$ cat src/rtl/msptp_pkg.sv
`timescale 1ns / 1ps

package msptp_pkg;

	localparam int MAX_PAYLOAD = 64;
	localparam int CAP_DEPTH   = 7;
	localparam int CAP_IDX_W   = $clog2(CAP_DEPTH);
	localparam int SEEN_W      = $clog2(MAX_PAYLOAD + 1);
	localparam int LEN_W       = 7;

	localparam logic [7:0] CH_DOLLAR = 8'h24;
	localparam logic [7:0] CH_M      = 8'h4D;
	localparam logic [7:0] CH_ARROW  = 8'h3E;

	localparam logic [7:0] CMD_STATUS   = 8'd101;
	localparam logic [7:0] CMD_ATTITUDE = 8'd108;
	localparam logic [7:0] CMD_ANALOG   = 8'd110;

	localparam logic [7:0] STATUS_MIN_LEN   = 8'd11;
	localparam logic [7:0] ATTITUDE_MIN_LEN = 8'd6;
	localparam logic [7:0] ANALOG_MIN_LEN   = 8'd7;

	typedef enum logic [2:0] {
		PH_DOLLAR,
		PH_M,
		PH_ARROW,
		PH_SIZE,
		PH_CMD,
		PH_PAYLOAD,
		PH_CHECK
	} msptp_phase_t;

	typedef struct packed {
		logic                        good;
		logic [7:0]                  cmd;
		logic [7:0]                  size;
		logic [CAP_DEPTH-1:0][7:0]   payload;
	} msptp_frame_t;

endpackage

$ cat src/rtl/msptp_in_reg.sv
`timescale 1ns / 1ps

module msptp_in_reg import msptp_pkg::*; (
	input  logic       clk,
	input  logic       arst_n,
	input  logic       in_valid,
	output logic       in_ready,
	input  logic [7:0] rx_byte,
	input  logic       out_free,
	output logic       fire,
	output logic [7:0] byte_s1
);

	logic valid_s1;

	assign fire     = valid_s1 && out_free;
	assign in_ready = !valid_s1 || out_free;

	always_ff @(posedge clk or negedge arst_n) begin
		if (!arst_n) begin
			valid_s1 <= 1'b0;
		end else if (in_valid && in_ready) begin
			valid_s1 <= 1'b1;
		end else if (fire) begin
			valid_s1 <= 1'b0;
		end
	end

	always_ff @(posedge clk) begin
		if (in_valid && in_ready) begin
			byte_s1 <= rx_byte;
		end
	end

endmodule

$ cat src/rtl/msptp_frame_fsm.sv
`timescale 1ns / 1ps

module msptp_frame_fsm import msptp_pkg::*; (
	input  logic         clk,
	input  logic         arst_n,
	input  logic         fire,
	input  logic [7:0]   byte_s1,
	output msptp_frame_t frame
);

	msptp_phase_t             phase_q, phase_d;
	logic [7:0]               size_q, size_d;
	logic [7:0]               cmd_q, cmd_d;
	logic [SEEN_W-1:0]        seen_q, seen_d;
	logic [7:0]               check_q, check_d;
	logic [CAP_DEPTH-1:0][7:0] cap_q;
	logic                     cap_we;
	logic [SEEN_W-1:0]        seen_inc;

	assign seen_inc = seen_q + SEEN_W'(1);

	always_comb begin
		phase_d    = phase_q;
		size_d     = size_q;
		cmd_d      = cmd_q;
		seen_d     = seen_q;
		check_d    = check_q;
		cap_we     = 1'b0;
		frame.good = 1'b0;
		unique case (phase_q)
			PH_DOLLAR: begin
				if (byte_s1 == CH_DOLLAR) phase_d = PH_M;
			end
			PH_M: begin
				phase_d = (byte_s1 == CH_M) ? PH_ARROW : PH_DOLLAR;
			end
			PH_ARROW: begin
				phase_d = (byte_s1 == CH_ARROW) ? PH_SIZE : PH_DOLLAR;
			end
			PH_SIZE: begin
				size_d  = byte_s1;
				check_d = byte_s1;
				seen_d  = '0;
				phase_d = PH_CMD;
			end
			PH_CMD: begin
				cmd_d   = byte_s1;
				check_d = check_q ^ byte_s1;
				priority if (size_q == 8'd0) phase_d = PH_CHECK;
				else if (size_q > 8'(MAX_PAYLOAD)) phase_d = PH_DOLLAR;
				else phase_d = PH_PAYLOAD;
			end
			PH_PAYLOAD: begin
				cap_we  = (seen_q < SEEN_W'(CAP_DEPTH));
				check_d = check_q ^ byte_s1;
				seen_d  = seen_inc;
				if (8'(seen_inc) >= size_q) phase_d = PH_CHECK;
			end
			PH_CHECK: begin
				frame.good = (byte_s1 == check_q);
				phase_d    = PH_DOLLAR;
			end
			default: begin
				phase_d = PH_DOLLAR;
			end
		endcase
		frame.good    = frame.good && fire;
		frame.cmd     = cmd_q;
		frame.size    = size_q;
		frame.payload = cap_q;
	end

	always_ff @(posedge clk or negedge arst_n) begin
		if (!arst_n) begin
			phase_q <= PH_DOLLAR;
			size_q  <= '0;
			cmd_q   <= '0;
			seen_q  <= '0;
			check_q <= '0;
		end else if (fire) begin
			phase_q <= phase_d;
			size_q  <= size_d;
			cmd_q   <= cmd_d;
			seen_q  <= seen_d;
			check_q <= check_d;
		end
	end

	always_ff @(posedge clk) begin
		if (fire && cap_we) begin
			cap_q[seen_q[CAP_IDX_W-1:0]] <= byte_s1;
		end
	end

endmodule

$ cat src/rtl/msptp_telemetry.sv
`timescale 1ns / 1ps

module msptp_telemetry import msptp_pkg::*; (
	input  logic              clk,
	input  logic              arst_n,
	input  msptp_frame_t      frame,
	output logic              out_free,
	output logic              out_valid,
	input  logic              out_ready,
	output logic [7:0]        frame_code,
	output logic [LEN_W-1:0]  frame_length,
	output logic              armed,
	output logic signed [15:0] roll_tenths,
	output logic signed [15:0] pitch_tenths,
	output logic signed [15:0] heading_degrees,
	output logic [7:0]        battery_decivolts,
	output logic signed [15:0] current_centiamps
);

	// held telemetry lives in the result register; it only changes on a good frame
	logic        armed_d;
	logic [15:0] roll_d, pitch_d, yaw_d, cur_d;
	logic [7:0]  batt_d;

	assign out_free = !out_valid || out_ready;

	always_comb begin
		armed_d = armed;
		roll_d  = roll_tenths;
		pitch_d = pitch_tenths;
		yaw_d   = heading_degrees;
		batt_d  = battery_decivolts;
		cur_d   = current_centiamps;
		priority if (frame.cmd == CMD_STATUS && frame.size >= STATUS_MIN_LEN) begin
			armed_d = frame.payload[6][0];
		end else if (frame.cmd == CMD_ATTITUDE && frame.size >= ATTITUDE_MIN_LEN) begin
			roll_d  = {frame.payload[1], frame.payload[0]};
			pitch_d = {frame.payload[3], frame.payload[2]};
			yaw_d   = {frame.payload[5], frame.payload[4]};
		end else if (frame.cmd == CMD_ANALOG && frame.size >= ANALOG_MIN_LEN) begin
			batt_d = frame.payload[0];
			cur_d  = {frame.payload[6], frame.payload[5]};
		end else begin
		end
	end

	always_ff @(posedge clk or negedge arst_n) begin
		if (!arst_n) begin
			out_valid         <= 1'b0;
			frame_code        <= '0;
			frame_length      <= '0;
			armed             <= 1'b0;
			roll_tenths       <= '0;
			pitch_tenths      <= '0;
			heading_degrees   <= '0;
			battery_decivolts <= '0;
			current_centiamps <= '0;
		end else if (frame.good) begin
			out_valid         <= 1'b1;
			frame_code        <= frame.cmd;
			frame_length      <= frame.size[LEN_W-1:0];
			armed             <= armed_d;
			roll_tenths       <= roll_d;
			pitch_tenths      <= pitch_d;
			heading_degrees   <= yaw_d;
			battery_decivolts <= batt_d;
			current_centiamps <= cur_d;
		end else if (out_ready) begin
			out_valid <= 1'b0;
		end
	end

endmodule

$ cat src/rtl/msp_v1_telemetry_parser.sv
// The checksum byte waits in byte_s1 until out_free; the frame result is then registered.
// Throughput: one byte item per cycle; the parser advances whenever the result
// register is empty or being taken, so a held result stalls input only behind it.
// Reset (arst_n low, asynchronous): parser waits for '$', all telemetry and
// frame fields read zero, no result is pending.
`timescale 1ns / 1ps

module msp_v1_telemetry_parser import msptp_pkg::*; (
	input  logic               clk,
	input  logic               arst_n,
	input  logic               in_valid,
	output logic               in_ready,
	input  logic [7:0]         rx_byte,
	output logic               out_valid,
	input  logic               out_ready,
	output logic [7:0]         frame_code,
	output logic [LEN_W-1:0]   frame_length,
	output logic               armed,
	output logic signed [15:0] roll_tenths,
	output logic signed [15:0] pitch_tenths,
	output logic signed [15:0] heading_degrees,
	output logic [7:0]         battery_decivolts,
	output logic signed [15:0] current_centiamps
);

	logic         out_free;
	logic         fire;
	logic [7:0]   byte_s1;
	msptp_frame_t frame;

	msptp_in_reg u_in_reg (
		.clk      (clk),
		.arst_n   (arst_n),
		.in_valid (in_valid),
		.in_ready (in_ready),
		.rx_byte  (rx_byte),
		.out_free (out_free),
		.fire     (fire),
		.byte_s1  (byte_s1)
	);

	msptp_frame_fsm u_frame_fsm (
		.clk     (clk),
		.arst_n  (arst_n),
		.fire    (fire),
		.byte_s1 (byte_s1),
		.frame   (frame)
	);

	msptp_telemetry u_telemetry (
		.clk               (clk),
		.arst_n            (arst_n),
		.frame             (frame),
		.out_free          (out_free),
		.out_valid         (out_valid),
		.out_ready         (out_ready),
		.frame_code        (frame_code),
		.frame_length      (frame_length),
		.armed             (armed),
		.roll_tenths       (roll_tenths),
		.pitch_tenths      (pitch_tenths),
		.heading_degrees   (heading_degrees),
		.battery_decivolts (battery_decivolts),
		.current_centiamps (current_centiamps)
	);

endmodule
$ cat config.mk
export PLATFORM = sky130hd
export DESIGN_NAME = msp_v1_telemetry_parser
export DESIGN_NICKNAME = d
export VERILOG_FILES = /design/src/rtl/msptp_pkg.sv /design/src/rtl/msptp_in_reg.sv /design/src/rtl/msptp_frame_fsm.sv /design/src/rtl/msptp_telemetry.sv /design/src/rtl/msp_v1_telemetry_parser.sv
export SDC_FILE = /design/constraint.sdc
export NUM_CORES = 1
export LEC_CHECK = 0
export CORE_UTILIZATION = 55
export CTS_CLUSTER_SIZE = 25
export DETAILED_ROUTE_END_ITERATION = 10
export DONT_BUFFER_PORTS = 1
export GPL_TIMING_DRIVEN = 0
export HOLD_SLACK_MARGIN = 0.05
export PLACE_DENSITY = 0.75
export SETUP_SLACK_MARGIN = 0.15
export SLEW_MARGIN = 20
export SYNTH_ARGS = -nofsm -noshare
export SYNTH_HDL_FRONTEND = slang
export SYNTH_HIERARCHICAL = 1
export SYNTH_SLANG_ARGS = --single-unit
$ cat constraint.sdc
create_clock -name clk -period 5.7 [get_ports clk]
set_input_delay 0 -clock clk [delete_from_list [all_inputs] [get_ports clk]]
set_output_delay 0 -clock clk [all_outputs]
set_load 0.02 [all_outputs]
[Word level (Yosys, flattened, before mapping)]
Index checks and enable logic that the tools add are counted.
Word-level totals
  output and inout bits: 90
  flip-flop bits (word level): 188
  input port bits: 12
Operators by class
  reductions and logical operators: 27
  equality and inequality tests: 15
  magnitude comparators: 8
  add/subtract/negate cells: 1
  muxes and demuxes: 18
  bitwise operators: 3
Operators with widths (number)
  56-bit bitwise mux: 1
  8-bit by 7-bit equality test with 1-bit output (second input constant): 4
  8-bit demux with 3-bit select: 1
  3-bit one-hot mux with 6 select lines: 1
  8-bit by 6-bit equality test with 1-bit output (second input constant): 2
  8-bit by 3-bit greater-or-equal comparator with 1-bit output (second input constant): 2
  8-bit one-hot mux with 2 select lines: 1
  7-bit one-hot mux with 2 select lines: 1
  3-bit two-way mux: 4
  2-bit AND reduction: 5
  3-bit equality test (second input constant): 3
  8-bit equality test: 1
  7-bit by 8-bit greater-or-equal comparator with 1-bit output: 1
  8-bit by 4-bit greater-or-equal comparator with 1-bit output (second input constant): 1
  8-bit by 7-bit greater-than comparator with 1-bit output (second input constant): 1
  1-bit logical AND: 8
  8-bit zero test: 1
  8-bit two-way mux: 1
  2-bit nonzero test: 4
  8-bit bitwise XOR: 1
  7-bit by 1-bit adder with 7-bit output (second input constant): 1
  7-bit by 3-bit < comparator with 1-bit output (second input constant): 1
  3-bit by 2-bit equality test with 1-bit output (second input constant): 2
  1-bit two-way mux: 6
  12 further kinds: 18

[Depth between registers and ports, before layout]
  depth after elaboration: 5
  mapped depth: 10
  gate-level depth less buffers: 9

[Hierarchy]
The synthesis kept the hierarchy.
By module, submodules not included
  msptp_frame_fsm: seq. area each 2532.4 µm², cells an instance 270, area each 3797.4 µm², instances 1
  msptp_telemetry: seq. area each 2227.1 µm², cells an instance 202, area each 3554.7 µm², instances 1
  msptp_in_reg: seq. area each 265.3 µm², cells an instance 13, area each 300.3 µm², instances 1

[Worst setup path before layout]
OpenSTA, ideal clock, no wires.
  path type: reg-to-reg
  start: register u_telemetry.out_valid
  end: register u_telemetry.battery_decivolts[0]
  setup slack: 3.087 ns
  data arrival time: 2.489 ns
  stages on the path, launching flop included: 10
  setup time: 0.125 ns
  cells stage by stage: dfrtp_1 nand2b_1 and2_1 nand4b_1 nor4_1 buf_2 nand3_4 a2111oi_4 buf_6 mux2_2
RTL lines
  from (decl): line msptp_telemetry.sv:8  | output logic out_valid,
  from (signal assigned): line msptp_telemetry.sv:49  | out_valid <= 1'b0;
  from (signal assigned): line msptp_telemetry.sv:59  | out_valid <= 1'b1;
  from (signal assigned): line msptp_telemetry.sv:69  | out_valid <= 1'b0;
  to (signal assigned): line msptp_telemetry.sv:66  | battery_decivolts <= batt_d;
  to (decl): line msptp_telemetry.sv:16  | output logic [7:0] battery_decivolts,

==> metrics.txt <==
# TYPE chip_impl_metric gauge
chip_impl_info{name="synth_top_cells_by_area",value="dfrtp_1 41%, edfxtp_1 25%, mux2_2 12%"} 1
chip_impl_metric{name="period_minus_slack",unit="ns"} 3.15
chip_impl_metric{name="worst_ir_drop_vdd",unit="V"} 0.000241
chip_impl_metric{name="cts.sink_count",unit=""} 188
chip_impl_metric{name="critPathMaxStageDelay",unit="ns"} 0.65
chip_impl_metric{name="worst_skew_pair.late_latency",unit="ns"} 0.43
chip_impl_metric{name="met3RoutedLength",unit="um"} 915
chip_impl_metric{name="pins_over_slew_limit",unit=""} 0
chip_impl_info{name="outcome",value="finished clean"} 1
chip_impl_metric{name="m1WireLength",unit="um"} 6350
chip_impl_metric{name="regToRegSetupSlack",unit="ns"} 2.55
chip_impl_metric{name="critPathRequiredTime",unit="ns"} 6.01
chip_impl_metric{name="fin_worst_skew",unit="ns"} 0.00802
chip_impl_metric{name="postLayoutCellArea",unit="um^2"} 8630
chip_impl_metric{name="num_vias",unit=""} 4050
chip_impl_info{name="tritoncts",value="done"} 1
chip_impl_metric{name="number_of_flip_flops_and_latches_in_the_synthesized_netlist",unit=""} 188
chip_impl_metric{name="yosysWarningCount",unit=""} 6
chip_impl_metric{name="post_synth_fa_ha_maj_area_fraction",unit="%"} 1.31
chip_impl_metric{name="vias_per_cell",unit=""} 5.74
chip_impl_info{name="worst_path_max_delay_cell",value="edfxtp_1"} 1
chip_impl_metric{name="antenna_found_initial",unit=""} 0
chip_impl_info{name="most_frequently_used_flop_master_after_synthesis",value="dfrtp_1"} 1
chip_impl_metric{name="clock_tree.htree_level_count",unit=""} 4
chip_impl_metric{name="globalRouteOverflowTotal",unit=""} 0
chip_impl_info{name="critical_path_class",value="flip-flop to flip-flop"} 1
chip_impl_metric{name="antenna-diode-count",unit=""} 0
chip_impl_metric{name="grt_util_all_layers",unit="%"} 23.1
chip_impl_metric{name="synthToLayoutAreaGrowth",unit="%"} 12.8
chip_impl_metric{name="met2_wirelength",unit="um"} 7750
chip_impl_metric{name="synth-simple-area-share",unit="%"} 7.42
chip_impl_info{name="crit_path_cell_trace",value="clkbuf_4, xnor2_1, nand4_1, nor4_1, buf_2, nand3_4, a2111oi_4, buf_6, buf_12, mux2_4"} 1
chip_impl_info{name="topRoutingLayerUsed",value="met4"} 1
chip_impl_metric{name="synth.avg_cell_area",unit="um^2"} 15.8
chip_impl_metric{name="synth_edf_count",unit=""} 64
chip_impl_info{name="synthMostInstantiatedCell",value="dfrtp_1"} 1
chip_impl_info{name="clockRootBuffer",value="clkbuf_16"} 1
chip_impl_metric{name="die_area",unit="um^2"} 14400
chip_impl_metric{name="fp.dieW",unit="um"} 120
chip_impl_metric{name="wire_length_of_the_first_global_routing_pass",unit="um"} 24400
chip_impl_metric{name="setup_violations",unit=""} 0
chip_impl_info{name="synthTopCellsByCount",value="124 x dfrtp_1, 83 x mux2_2, 64 x edfxtp_1"} 1
chip_impl_info{name="rsz_0062_raised_after_global_routing",value="false"} 1
chip_impl_metric{name="die_h",unit="um"} 120
chip_impl_metric{name="dp.cells",unit=""} 661
chip_impl_metric{name="floorplan.initialDensity",unit="%"} 57.1
chip_impl_metric{name="maximum_number_of_pins_on_one_net_before_global_route_repair",unit=""} 125
chip_impl_info{name="r2r-start",value="u_in_reg/byte_s1[0]$_DFFE_PP_"} 1
chip_impl_metric{name="cts_buffer_depth",unit=""} 2
chip_impl_metric{name="synth_mux_area_share",unit="%"} 16.7
chip_impl_metric{name="setup_tns",unit="ns"} 0
chip_impl_metric{name="floorplan.io_pins",unit=""} 102
chip_impl_metric{name="first_iter_violations",unit=""} 215
chip_impl_metric{name="yosys.cell_types.count",unit=""} 54
chip_impl_info{name="synth_top_area_cell",value="dfrtp_1"} 1
chip_impl_metric{name="floorplan.core_area",unit="um^2"} 13400
chip_impl_metric{name="final_wtd_congestion",unit=""} 0.939
chip_impl_metric{name="synth_sequential_area_ratio",unit="%"} 65.7
chip_impl_metric{name="instances_no_fill",unit=""} 706
chip_impl_metric{name="max_fanout_on_critical_path",unit=""} 10
chip_impl_metric{name="cts_buffers",unit=""} 17
chip_impl_metric{name="cts.clk_slew.worst_paths",unit="ns"} 0.07
chip_impl_metric{name="drt-wirelength-per-cell",unit="um"} 21.6
chip_impl_metric{name="wl",unit="um"} 15300
chip_impl_info{name="r2r-end",value="u_telemetry/pitch_tenths[14]$_DFFE_PN0P_"} 1
chip_impl_metric{name="vias_in_the_first_global_route",unit=""} 4244
chip_impl_metric{name="post_synth_xor_area_fraction",unit="%"} 1.60
chip_impl_metric{name="fin_hold_viols",unit=""} 0
chip_impl_metric{name="synthesis.instances",unit=""} 485
chip_impl_metric{name="detailed_place_hpwl",unit="um"} 9950
chip_impl_metric{name="achievable-frequency",unit="MHz"} 318
chip_impl_metric{name="ant_nets",unit=""} 0
chip_impl_info{name="critical_path.startpoint",value="u_in_reg/byte_s1[0]$_DFFE_PP_"} 1
chip_impl_metric{name="port_buffers",unit=""} 0
chip_impl_metric{name="timing.critical_path.arrival",unit="ns"} 3.46
chip_impl_info{name="setup.worst_path.end_class",value="flip-flop"} 1
chip_impl_metric{name="floorplan.rows",unit=""} 42
chip_impl_metric{name="async_flop_share",unit="%"} 66.0
chip_impl_metric{name="total_number_of_nets_in_the_final_design",unit=""} 537
chip_impl_metric{name="timing_worst_slew_pin_value",unit="ns"} 0.815
chip_impl_metric{name="utilization",unit="%"} 64.4
chip_impl_metric{name="post_dp_cell_area",unit="um^2"} 7880
chip_impl_metric{name="worstRegToRegCells",unit=""} 10
chip_impl_metric{name="yosysTopAreaCellShare",unit="%"} 40.5
chip_impl_metric{name="power_density",unit="nW/um^2"} 373
chip_impl_metric{name="final_cycle_utilization_of_the_critical_path",unit="%"} 55.2
chip_impl_metric{name="max_cap_violation_count",unit=""} 0
chip_impl_metric{name="synth.net_count",unit=""} 505
chip_impl_info{name="synth_top_family_by_area",value="multiplexers"} 1
chip_impl_metric{name="synth-compound-area-share",unit="%"} 3.83
chip_impl_info{name="setup.worst_path.start_class",value="flip-flop"} 1
chip_impl_metric{name="layout_cells_sized_above_1",unit="%"} 32.3
chip_impl_metric{name="first_pass_drt_iterations",unit=""} 4
chip_impl_metric{name="post_cts_resize_count",unit=""} 0
chip_impl_metric{name="route.detailed.drc",unit=""} 0
chip_impl_metric{name="syn-cell-area",unit="um^2"} 7650
chip_impl_metric{name="power_leakage",unit="nW"} 3.75
chip_impl_info{name="worst_hold_path_type",value="input port to async pin"} 1
chip_impl_metric{name="max-slew-margin-rel",unit="%"} 45.5
[repair_timing]
action | in CTS | in global routing
hold buffers | 13 | 0
hold endpoints to repair | 142 | 0
setup buffers | 0 | 0
[cell families (layout without fill, tap and decap cells)]
logic type                 after synthesis  count (layout)
xor gates and xnor gates                14              14
muxes                                  107             107
AOI/OAI and AO/OA                       42              42
buffers and inverters                   32              77
DFF                                    188             188
and+or+nand+nor                         94              94
adders and majority gates                8               8
[layer usage]
layer  global-route usage (%)  up-vias
li1                         -     1826
met5                        0        -
met4                     8.20        0
met3                     7.13       20
met2                     38.3      118
met1                     28.5     2086
[area by class of cell]
type,count,area (um^2)
inverter,8,30.0
tap,176,220
clock inverter,11,100
clock buffer,21,503
fill,982,4770
multi-input combinational,265,2370
sequential,188,5020
buffer,24,234
timing repair buffer,13,148
[flip-flops by register name, indices dropped and copies added (netlist names)]
name                           cells
u_telemetry/out_valid              1
u_telemetry/armed                  1
u_frame_fsm/size_q                 8
u_telemetry/frame_code             8
u_telemetry/current_centiamps     16
u_frame_fsm/check_q                8
u_in_reg/valid_s1                  1
u_telemetry/pitch_tenths          16
u_telemetry/heading_degrees       16
u_in_reg/byte_s1                   8
u_telemetry/roll_tenths           16
u_frame_fsm/seen_q                 7
u_frame_fsm/phase_q                3
u_frame_fsm/frame                 56
u_frame_fsm/cmd_q                  8
u_telemetry/battery_decivolts      8
u_telemetry/frame_length           7
[worst max path at each step]
stage | cells past startpoint | end | slack [ns]
floorplan | 9 | u_telemetry/battery_decivolts[0]$_DFFE_PN0P_ | 3.09
global placement | 10 | u_telemetry/roll_tenths[7]$_DFFE_PN0P_ | 2.58
detailed placement | 10 | u_telemetry/pitch_tenths[14]$_DFFE_PN0P_ | 2.58
CTS | 10 | u_telemetry/roll_tenths[1]$_DFFE_PN0P_ | 2.55
global route | 10 | u_telemetry/roll_tenths[0]$_DFFE_PN0P_ | 2.38
finish | 10 | u_telemetry/pitch_tenths[14]$_DFFE_PN0P_ | 2.55
[cell usage in the layout (no fill, tap or decap), drive strengths merged, types with 5 or more instances in the layout]
cell type,n
nor2,12
dlygate4sd3,12
clkbuf,28
buf,18
ha,8
dfrtp,124
nand2b,14
xnor2,11
edfxtp,64
nor3,5
nand3,23
inv,12
o21ai,11
mux2,107
nand2,14
a21oi,17
[worst max-delay path, delay by kind of cell, from the launching register on]
family                    cells  cell delay, ns
and+or+nand+nor               3            0.40
muxes                         1            0.31
DFF                           1            0.65
xor gates and xnor gates      1            0.14
AOI/OAI and AO/OA             1            0.52
buffers and inverters         4            0.99
[report_power, final]
| part | switching (mW) | internal [mW] |
|---|---|---|
| logic | 0.226 | 0.205 |
| registers | 0.121 | 1.49 |
| clock network | 0.497 | 0.680 |
[metrics by stage]
stage	power (mW)	setup slack (ns)	hold slack, ns
after global placement	2.02	2.58	-0.292
after global routing	3.36	2.38	0.174
after detailed placement	2.04	2.58	-0.292
after CTS	3.24	2.55	0.177
final	3.22	2.55	0.197
after floorplan	1.93	3.09	-0.296
Power figures use the tool's default switching activity.
